===== config.mk =====
export PLATFORM = sky130hd
export DESIGN_NAME = button_press_classifier_unit
export DESIGN_NICKNAME = d
export VERILOG_FILES = /design/src/hw/rtl/bpc_pkg.sv /design/src/hw/rtl/button_press_classifier_unit.sv
export SDC_FILE = /design/constraint.sdc
export NUM_CORES = 1
export LEC_CHECK = 0
export ABC_AREA = 1
export BUFFER_PORTS_ARGS = -buffer_cell sky130_fd_sc_hd__buf_2
export CAP_MARGIN = 25
export CORE_UTILIZATION = 30
export CTS_CLUSTER_DIAMETER = 50
export DETAILED_ROUTE_END_ITERATION = 10
export PLACE_DENSITY = 0.45
export SETUP_SLACK_MARGIN = 0.5
export SLEW_MARGIN = 40
export SYNTH_ARGS = -nofsm -noshare
export SYNTH_HDL_FRONTEND = slang
export SYNTH_SLANG_ARGS = --single-unit
export TNS_END_PERCENT = 30

===== constraint.sdc =====
create_clock -name clk -period 7.3 [get_ports clk]
set_input_delay 1.46 -clock clk [delete_from_list [all_inputs] [get_ports clk]]
set_output_delay 1.46 -clock clk [all_outputs]
set_load 0.05 [all_outputs]

===== src/hw/rtl/bpc_pkg.sv =====
// shared types and constants for the button press classifier
`default_nettype none

package bpc_pkg;

  // default counter width and register widths
  localparam int COUNT_WIDTH_DEFAULT = 16;
  localparam int CFG_W               = 16;
  localparam int PRESS_COUNT_W       = 16;

  // register reset values
  localparam logic [CFG_W-1:0] LONG_PRESS_RESET   = 16'd1000;
  localparam logic [CFG_W-1:0] COUNT_WINDOW_RESET = 16'd500;

  // register indexes
  typedef enum logic [0:0] {
    REG_LONG_PRESS   = 1'b0,
    REG_COUNT_WINDOW = 1'b1
  } reg_index_t;

  // press phase
  typedef enum logic [1:0] {
    PH_IDLE = 2'd0,
    PH_EDGE = 2'd1,
    PH_HELD = 2'd2
  } phase_t;

  // result kind
  typedef enum logic [1:0] {
    KIND_NONE  = 2'd0,
    KIND_SHORT = 2'd1,
    KIND_LONG  = 2'd2
  } kind_t;

endpackage

`default_nettype wire


===== src/hw/rtl/button_press_classifier_unit.sv =====
// button press classifier top level: phase machine, hold and window counters
//
// Takes one sampled key level per word and returns one result word for each:
// the press kind (none, short on release, long once the hold reaches
// long_press_ticks) and, on the tick the counting window closes, the number of
// presses seen in it. A new word is accepted every cycle while in_stall is low;
// its result enters the output register in the next cycle, at a rate set
// by the phase, hold and window update loop; in_stall rises only while a result
// waits in the output register under out_stall. The user writes configuration
// via cfg_we/cfg_index/cfg_data only while idle; the unit does not enforce it.
`default_nettype none

module button_press_classifier_unit
  import bpc_pkg::*;
#(
  parameter int COUNT_WIDTH = COUNT_WIDTH_DEFAULT
) (
  input  wire logic                     clk,
  input  wire logic                     rst,
  // configuration
  input  wire logic                     cfg_we,
  input  wire logic [0:0]               cfg_index,
  input  wire logic [CFG_W-1:0]         cfg_data,
  // input channel
  input  wire logic                     in_valid,
  output      logic                     in_stall,
  input  wire logic                     key_level,
  // output channel
  output      logic                     out_valid,
  input  wire logic                     out_stall,
  output      logic [1:0]               press_kind,
  output      logic [PRESS_COUNT_W-1:0] press_count
);

  localparam int CMP_W = (COUNT_WIDTH > CFG_W) ? COUNT_WIDTH : CFG_W;

  localparam logic [CMP_W-1:0] COUNT_OUT_MAX = CMP_W'({PRESS_COUNT_W{1'b1}});

  // configuration registers
  logic [CFG_W-1:0] long_press_ticks;
  logic [CFG_W-1:0] count_window_ticks;

  // classifier state
  phase_t                 press_phase;
  logic                   previous_level;
  logic [COUNT_WIDTH-1:0] hold_ticks;
  logic                   window_open;
  logic [COUNT_WIDTH-1:0] window_ticks;
  logic [COUNT_WIDTH-1:0] window_presses;

  phase_t                     press_phase_next;
  logic [COUNT_WIDTH-1:0]     hold_ticks_next;
  logic                       window_open_next;
  logic [COUNT_WIDTH-1:0]     window_ticks_next;
  logic [COUNT_WIDTH-1:0]     window_presses_next;
  kind_t                      kind_next;
  logic [PRESS_COUNT_W-1:0]   count_next;

  phase_t                 phase_seen;
  phase_t                 phase_step;
  logic                   release_seen;
  logic                   long_seen;
  logic [COUNT_WIDTH-1:0] hold_inc;
  logic [COUNT_WIDTH-1:0] window_inc;
  logic [CMP_W-1:0]       presses_ext;
  logic                   accept;

  function automatic logic [COUNT_WIDTH-1:0] sat_inc(input logic [COUNT_WIDTH-1:0] v);
    sat_inc = (v == {COUNT_WIDTH{1'b1}}) ? v : v + 1'b1;
  endfunction

  assign accept   = in_valid && !in_stall;
  assign in_stall = out_valid && out_stall;

  // configuration writes
  always_ff @(posedge clk) begin
    if (rst) begin
      long_press_ticks   <= LONG_PRESS_RESET;
      count_window_ticks <= COUNT_WINDOW_RESET;
    end else if (cfg_we) begin
      case (cfg_index)
        REG_LONG_PRESS:   long_press_ticks   <= cfg_data;
        REG_COUNT_WINDOW: count_window_ticks <= cfg_data;
        default: ;
      endcase
    end
  end

  // phase next state, edge and release detection
  always_comb begin
    phase_seen   = (!key_level && !previous_level) ? PH_IDLE : press_phase;
    phase_step   = phase_seen;
    release_seen = 1'b0;
    case (phase_seen)
      PH_IDLE: if (key_level && !previous_level) phase_step = PH_EDGE;
      PH_EDGE: if (key_level && previous_level) phase_step = PH_HELD;
      PH_HELD: release_seen = !key_level && previous_level;
      default: phase_step = PH_IDLE;
    endcase
  end

  // hold counter and press kind
  always_comb begin
    hold_inc        = sat_inc(hold_ticks);
    hold_ticks_next = hold_ticks;
    long_seen       = 1'b0;
    if (long_press_ticks != '0) begin
      if (phase_step == PH_HELD && !release_seen) hold_ticks_next = hold_inc;
      if (CMP_W'(hold_ticks_next) >= CMP_W'(long_press_ticks)) begin
        long_seen       = 1'b1;
        hold_ticks_next = '0;
      end
    end
    press_phase_next = phase_step;
    kind_next        = KIND_NONE;
    if (long_seen) begin
      press_phase_next = PH_IDLE;
      kind_next        = KIND_LONG;
    end else if (release_seen) begin
      press_phase_next = PH_IDLE;
      kind_next        = KIND_SHORT;
      hold_ticks_next  = '0;
    end
  end

  // counting window
  always_comb begin
    window_inc          = sat_inc(window_ticks);
    presses_ext         = CMP_W'(window_presses);
    window_open_next    = window_open || (kind_next == KIND_SHORT);
    window_ticks_next   = window_ticks;
    window_presses_next = window_presses;
    count_next          = '0;
    if (window_open_next) begin
      window_ticks_next = window_inc;
      if (CMP_W'(window_inc) >= CMP_W'(count_window_ticks)) begin
        window_open_next    = 1'b0;
        window_ticks_next   = '0;
        count_next          = PRESS_COUNT_W'((presses_ext > COUNT_OUT_MAX) ?
                                             COUNT_OUT_MAX : presses_ext);
        window_presses_next = '0;
      end else if (kind_next != KIND_NONE) begin
        window_presses_next = sat_inc(window_presses);
      end
    end
  end

  // state update on each accepted word
  always_ff @(posedge clk) begin
    if (rst) begin
      press_phase    <= PH_IDLE;
      previous_level <= 1'b0;
      hold_ticks     <= '0;
      window_open    <= 1'b0;
      window_ticks   <= '0;
      window_presses <= '0;
    end else if (accept) begin
      press_phase    <= press_phase_next;
      previous_level <= key_level;
      hold_ticks     <= hold_ticks_next;
      window_open    <= window_open_next;
      window_ticks   <= window_ticks_next;
      window_presses <= window_presses_next;
    end
  end

  // output register valid
  always_ff @(posedge clk) begin
    if (rst) begin
      out_valid <= 1'b0;
    end else if (accept) begin
      out_valid <= 1'b1;
    end else if (!out_stall) begin
      out_valid <= 1'b0;
    end
  end

  // output register payload
  always_ff @(posedge clk) begin
    if (accept) begin
      press_kind  <= kind_next;
      press_count <= count_next;
    end
  end

  // a nonzero count only leaves on a window close
  assert property (@(posedge clk) disable iff (rst)
    out_valid && press_count != '0 |-> !window_open)
    else $error("press count shown while window still open");

  // long press disabled gives no long result
  assert property (@(posedge clk) disable iff (rst)
    accept && long_press_ticks == '0 |=> press_kind != KIND_LONG)
    else $error("long press reported while disabled");

  // a result taken with no new word accepted leaves the output register
  assert property (@(posedge clk) disable iff (rst)
    out_valid && !out_stall && !accept |=> !out_valid)
    else $error("result not released after being taken");

  // short and long never come with the phase left busy
  assert property (@(posedge clk) disable iff (rst)
    accept && kind_next != KIND_NONE |=> press_phase == PH_IDLE)
    else $error("phase not idle after a press");

endmodule

`default_nettype wire

==> Word-level counts from Yosys, hierarchy flattened <==
Cells that the tools add are included.
{ "word_totals": {"register_bits": 103, "wordCells": 76} }
{ "op_classes": {"n_addsub": 3, "magnitude_cmp": 3, "n_eq_ne": 9, "muxes": 28, "bitwise": 1, "reduce_logical": 21} }
{ "ops": {"columns": ["cell", "count"], "rows": [
  ["2-to-1 mux 16 bit", 13],
  ["adder 16 x 1 -> 16 bit, second input constant", 3],
  ["== test 16 bit, second input constant", 3],
  [">= comparator 16 bit", 2],
  ["greater-than comparator 16 bit, second input constant", 1],
  ["nonzero test 16 bit", 1],
  ["2-to-1 mux 2 bit", 6],
  ["2-to-1 mux 1 bit", 8],
  ["AND reduction 2 bit", 4],
  ["logical AND 1 bit", 7],
  ["case mux 2 bit (3 select lines)", 1],
  ["== test 2 x 1 -> 1 bit, second input constant", 2],
  ["== test 2 bit, second input constant", 2],
  ["logical NOT 1 bit", 4],
  ["AND reduction 4 bit", 1],
  ["nonzero test 2 bit", 2],
  ["logical NOT 2 bit", 1],
  ["inequality test 2 x 1 -> 1 bit, second input constant", 1],
  ["inequality test 2 bit, second input constant", 1],
  ["logical OR 1 bit", 1],
  ["NOT 1 bit", 1]
]} }

==> Longest topological paths before layout <==
{ "logic_depth": {"word_depth": 16, "ltp_mapped": 28, "ltp_nobuf": 28} }

==> Worst setup path before layout <==
OpenSTA, ideal clock, no wires.
{ "synth_path": {"path_type": "input to register", "start": "in out_stall", "end": "reg window_ticks[12]", "t_arrival_ns": 3.699, "t_required_ns": 7.168, "setup_slack_ns": 3.469, "cell_stages": 9, "path_buffers": 1, "cell_sequence": "nand2_1 > inv_1 > nor2_1 > inv_1 > a21oi_4 > inv_2 > buf_6 > nand2_1 > a21oi_1"} }
{ "synth_between": {"elab_chain_cells": 4} }
{ "synth_rtl": {"columns": ["item", "line_no", "source"], "rows": [
  ["start, declared", "button_press_classifier_unit.sv:30", "input wire logic out_stall,"],
  ["logical AND 1 bit", "button_press_classifier_unit.sv:73", "assign in_stall = out_valid && out_stall;"],
  ["via in_stall", "button_press_classifier_unit.sv:26", "output logic in_stall,"],
  ["logical NOT 1 bit", "button_press_classifier_unit.sv:72", "assign accept = in_valid && !in_stall;"],
  ["logical AND 1 bit", "button_press_classifier_unit.sv:72", null],
  ["via accept", "button_press_classifier_unit.sv:66", "logic accept;"],
  ["AND reduction 2 bit (no source line)", null, null],
  ["end signal, assigned", "button_press_classifier_unit.sv:162", "window_ticks <= window_ticks_next;"],
  ["end, declared", "button_press_classifier_unit.sv:48", "logic [COUNT_WIDTH-1:0] window_ticks;"]
]} }
The timed path passes the listed nets, and every way through them passes these cells.
A chain may end at the register's enable or synchronous reset.

==> Final worst setup path <==
{ "layout_path": {"start": "in key_level", "end": "reg hold_ticks[8]"} }
{ "layout_between": {"elab_chain_cells": 14, "word_cells_on_any_way": 25, "cone_classes": "1 x order compare; 3 x eq/ne; 13 x mux; 8 x reduce/logical"} }
{ "layout_rtl": {"columns": ["item", "line_no", "source"], "rows": [
  ["start, declared", "button_press_classifier_unit.sv:27", "input wire logic key_level,"],
  ["logical NOT 1 bit", "button_press_classifier_unit.sv:91, button_press_classifier_unit.sv:97", null],
  ["logical AND 1 bit", "button_press_classifier_unit.sv:91", "phase_seen = (!key_level && !previous_level) ? PH_IDLE : press_phase;"],
  ["2-to-1 mux 2 bit", "button_press_classifier_unit.sv:91", null],
  ["== test 2 bit, or another cell as far along", "button_press_classifier_unit.sv:94", "case (phase_seen)"],
  ["case mux 2 bit (3 select lines) / 2-to-1 mux 1 bit (equally long branches)", "button_press_classifier_unit.sv:94", null],
  ["== test 2 bit / logical NOT 1 bit (equally long branches)", "button_press_classifier_unit.sv:108", "if (phase_step == PH_HELD && !release_seen) hold_ticks_next = hold_inc;"],
  ["logical AND 1 bit", "button_press_classifier_unit.sv:108", null],
  ["2-to-1 mux 16 bit", "button_press_classifier_unit.sv:108", null],
  ["2-to-1 mux 16 bit", "button_press_classifier_unit.sv:107", "if (long_press_ticks != '0) begin"],
  [">= comparator 16 bit", "button_press_classifier_unit.sv:109", "if (CMP_W'(hold_ticks_next) >= CMP_W'(long_press_ticks)) begin"],
  ["2-to-1 mux 16 bit", "button_press_classifier_unit.sv:109", null],
  ["2-to-1 mux 16 bit", "button_press_classifier_unit.sv:107", null],
  ["2-to-1 mux 16 bit", "button_press_classifier_unit.sv:119", "end else if (release_seen) begin"],
  ["2-to-1 mux 16 bit *", "button_press_classifier_unit.sv:116", "if (long_seen) begin"],
  ["end signal, assigned", "button_press_classifier_unit.sv:160", "hold_ticks <= hold_ticks_next;"],
  ["end, declared", "button_press_classifier_unit.sv:46", "logic [COUNT_WIDTH-1:0] hold_ticks;"]
]} }
Mark *: on every way between the ends. The rest lies on a longest branch, timed or not. The select of a mux whose other input is x is not followed.

==> results.tsv <==
metric	value	unit
fin_crit_sh	60.1	%
vias	5356	
worstReg2RegStart	window_ticks[0]$_SDFFE_PP0P_	
postCtsSetupBuffers	0	
max-vdd-ir-drop	0.128	mV
coreArea	0.0197	sq mm
root_buffer	clkbuf_16	
worstPathRequired	7.58	ns
grt_pass1_wl	25700	um
critPathCapture	hold_ticks[8]$_SDFFE_PP0P_	
antenna_left	0	
ys_types	39	
fin_area	0.00682	sq mm
syn_area	0.00608	sq mm
synthMostInstantiatedCell	nand2_1	
hold_violations	0	
rr_endpoint	presses_ext[10]$_SDFFE_PP0P_	
final_max_slew_viol_count	0	
synthCells	865	
power.density	180	mW/mm^2
slew_headroom	46.9	%
cellLeakagePower	2.86	nW
clk-insertion-delay-late	0.35	ns
grt_usage	15.9	%
fin_crit	4.39	ns
cts_resized	0	
tightest_slew	0.792	ns
grt_max_degree	53	
die_w	144	um
numCtsBuffers	9	
ios	43	
ys_top_cells_by_area	dfxtp_1, nand2_1, edfxtp_1	
grt_pass1_vias	5063	
synth_top_cell_by_area	dfxtp_1	
multi_input_area	0.00321	sq mm
dp_hpwl	11300	um
cts_sinks	103	
rsz0062_at_grt	no	
outcome	finished clean	
first_iter_violations	270	
endpoint_kind	flop	
ys_ff_latch	103	
gr-total-overflow	0	
crit_fanout	17	
start_util	30.9	%
fin_ws	2.91	ns
startpoint	key_level	
dr.pass1.iters	4	
port_buffers	42	
synth_common_cells	nand2_1, inv_1, a21oi_1	
num_rows	51	
viasPerCell	4.61	
place_area	0.00652	sq mm
yosysWarnings	0	
drive_gt1_share	9.91	%
finalSetupTns	0	ns
min_path_type	reg -> reg	
preCtsSetupSlack	2.59	ns
start_kind	input pin	
r2r_slack	2.94	ns
syn_nets	923	
tritoncts	built	
drc	0	
htree_levels	3	
fillCellCount	2237	
die_area	0.0208	sq mm
power.total	0.00123	W
antenna_found_initial	0	
wl	15400	um
area_delta_synth_final	12.2	%
final_net_count	951	
critPathKind	in -> reg	
finClkSkew	0.00709	ns
ys.flop_type	dfxtp_1	
arrival	4.67	ns
fp.dieH	144	um
fmax	0.228	GHz
cts_max_path_buffers	2	
routedWlPerCell	13.2	um
holdBufCountCts	0	
async_flop_share	0	%
path_clk_slew	0.07	ns
finalSetupViolCount	0	
synth_top_area_share	28.0	%
final-seq-area	0.00224	sq mm
ys_seq_area_share	36.9	%
gp_congestion	0.802	
max_cap_viol_count	0	
syn_avg_cell_area	7.03	sq um
diodes	0	
whs	0.468	ns
r2r_cells	19	
synth_edf_count	18	
==> layout make-up <==
| class | instances | share of cell area [%] |
|---|---|---|
| tap | 265 | 4.86 |
| inverter | 126 | 6.94 |
| clock inverter | 7 | 1.14 |
| multi-input combinational | 606 | 47.0 |
| clock buffer | 9 | 3.30 |
| sequential | 103 | 32.9 |
| timing repair buffer | 47 | 3.85 |
==> power breakdown <==
part | internal, W | switching (W)
registers | 0.000596 | 0.00000784
logic | 0.0000356 | 0.0000878
clock network | 0.000271 | 0.000232
==> cells in the final DEF (no fill, tap or decap), types with 3 or more instances in the layout <==
cell type  instances
dfxtp_1           85
clkinv_1           3
o21ai_0           47
ha_1              35
nor2_2             3
xnor2_1            3
o211ai_1          13
nand2_2            4
edfxtp_1          18
nand4_1           13
o22ai_1            7
nor2_1            81
a21oi_1           87
nand2_1          182
buf_2             42
nand3_1           71
buf_4              3
nor3_1            17
inv_2              9
inv_1            114
xor2_1            21
nand2_4            3
clkbuf_16          9
==> layer usage <==
metal	global-route usage [%]	up-vias	wire length [um]
li1	-	2896	-
met5	0	-	0
met2	26.1	52	7050
met4	4.88	0	180
met1	21.3	2396	7800
met3	2.45	12	358
==> state kept, by name, summed over array words and instances (netlist names) <==
signal              count
press_phase             2
long_press_ticks       16
presses_ext            16
hold_ticks             16
out_valid               1
press_kind              2
count_window_ticks     16
window_ticks           16
press_count            16
previous_level          1
window_open             1
==> critical path, cell delays in order <==
cell	delay, ns
buf_2	0.12
nand3_1	0.13
clkinv_1	0.37
nand2_2	0.30
inv_2	0.10
nand3_1	0.08
nand2_1	0.12
inv_1	0.08
ha_1	0.22
nand2_1	0.06
inv_1	0.04
nand2_1	0.05
nand2_1	0.04
nor2_1	0.09
nand2_1	0.08
nand2_1	0.09
nand2_2	0.08
nor2_1	0.48
inv_2	0.23
o22ai_1	0.22
nand2_1	0.08
a21oi_1	0.14
==> through the flow <==
step	cells	util (%)
2_1_floorplan	865	-
3_3_place_gp	1145	33.0
3_5_place_dp	1147	33.1
4_1_cts	1163	34.7
5_1_grt	1163	34.7
6_report	1163	34.7
==> worst min path at each step <==
stage	start	end	slack (ns)	cells past startpoint
2_1_floorplan	count_window_ticks[15]$_SDFFE_PP0P_	count_window_ticks[15]$_SDFFE_PP0P_	0.44	2
3_3_place_gp	count_window_ticks[12]$_SDFFE_PP0P_	count_window_ticks[12]$_SDFFE_PP0P_	0.45	2
5_1_grt	long_press_ticks[14]$_SDFFE_PP0P_	long_press_ticks[14]$_SDFFE_PP0P_	0.49	2
6_report	count_window_ticks[14]$_SDFFE_PP0P_	count_window_ticks[14]$_SDFFE_PP0P_	0.47	2
3_5_place_dp	count_window_ticks[11]$_SDFFE_PP0P_	count_window_ticks[11]$_SDFFE_PP0P_	0.46	2
4_1_cts	count_window_ticks[11]$_SDFFE_PP0P_	count_window_ticks[11]$_SDFFE_PP0P_	0.47	2
==> cells by family (layout without fill, tap and decap cells) <==
logic type | Yosys count | after routing | share of synthesized area, %
simple gates | 385 | 385 | 27.6
compound gates | 162 | 162 | 14.4
buf+inv | 156 | 189 | 10.4
flops | 103 | 103 | 36.9
fa+ha+maj | 35 | 35 | 7.20
xor+xnor | 24 | 24 | 3.46
Power figures use the tool's default switching activity.
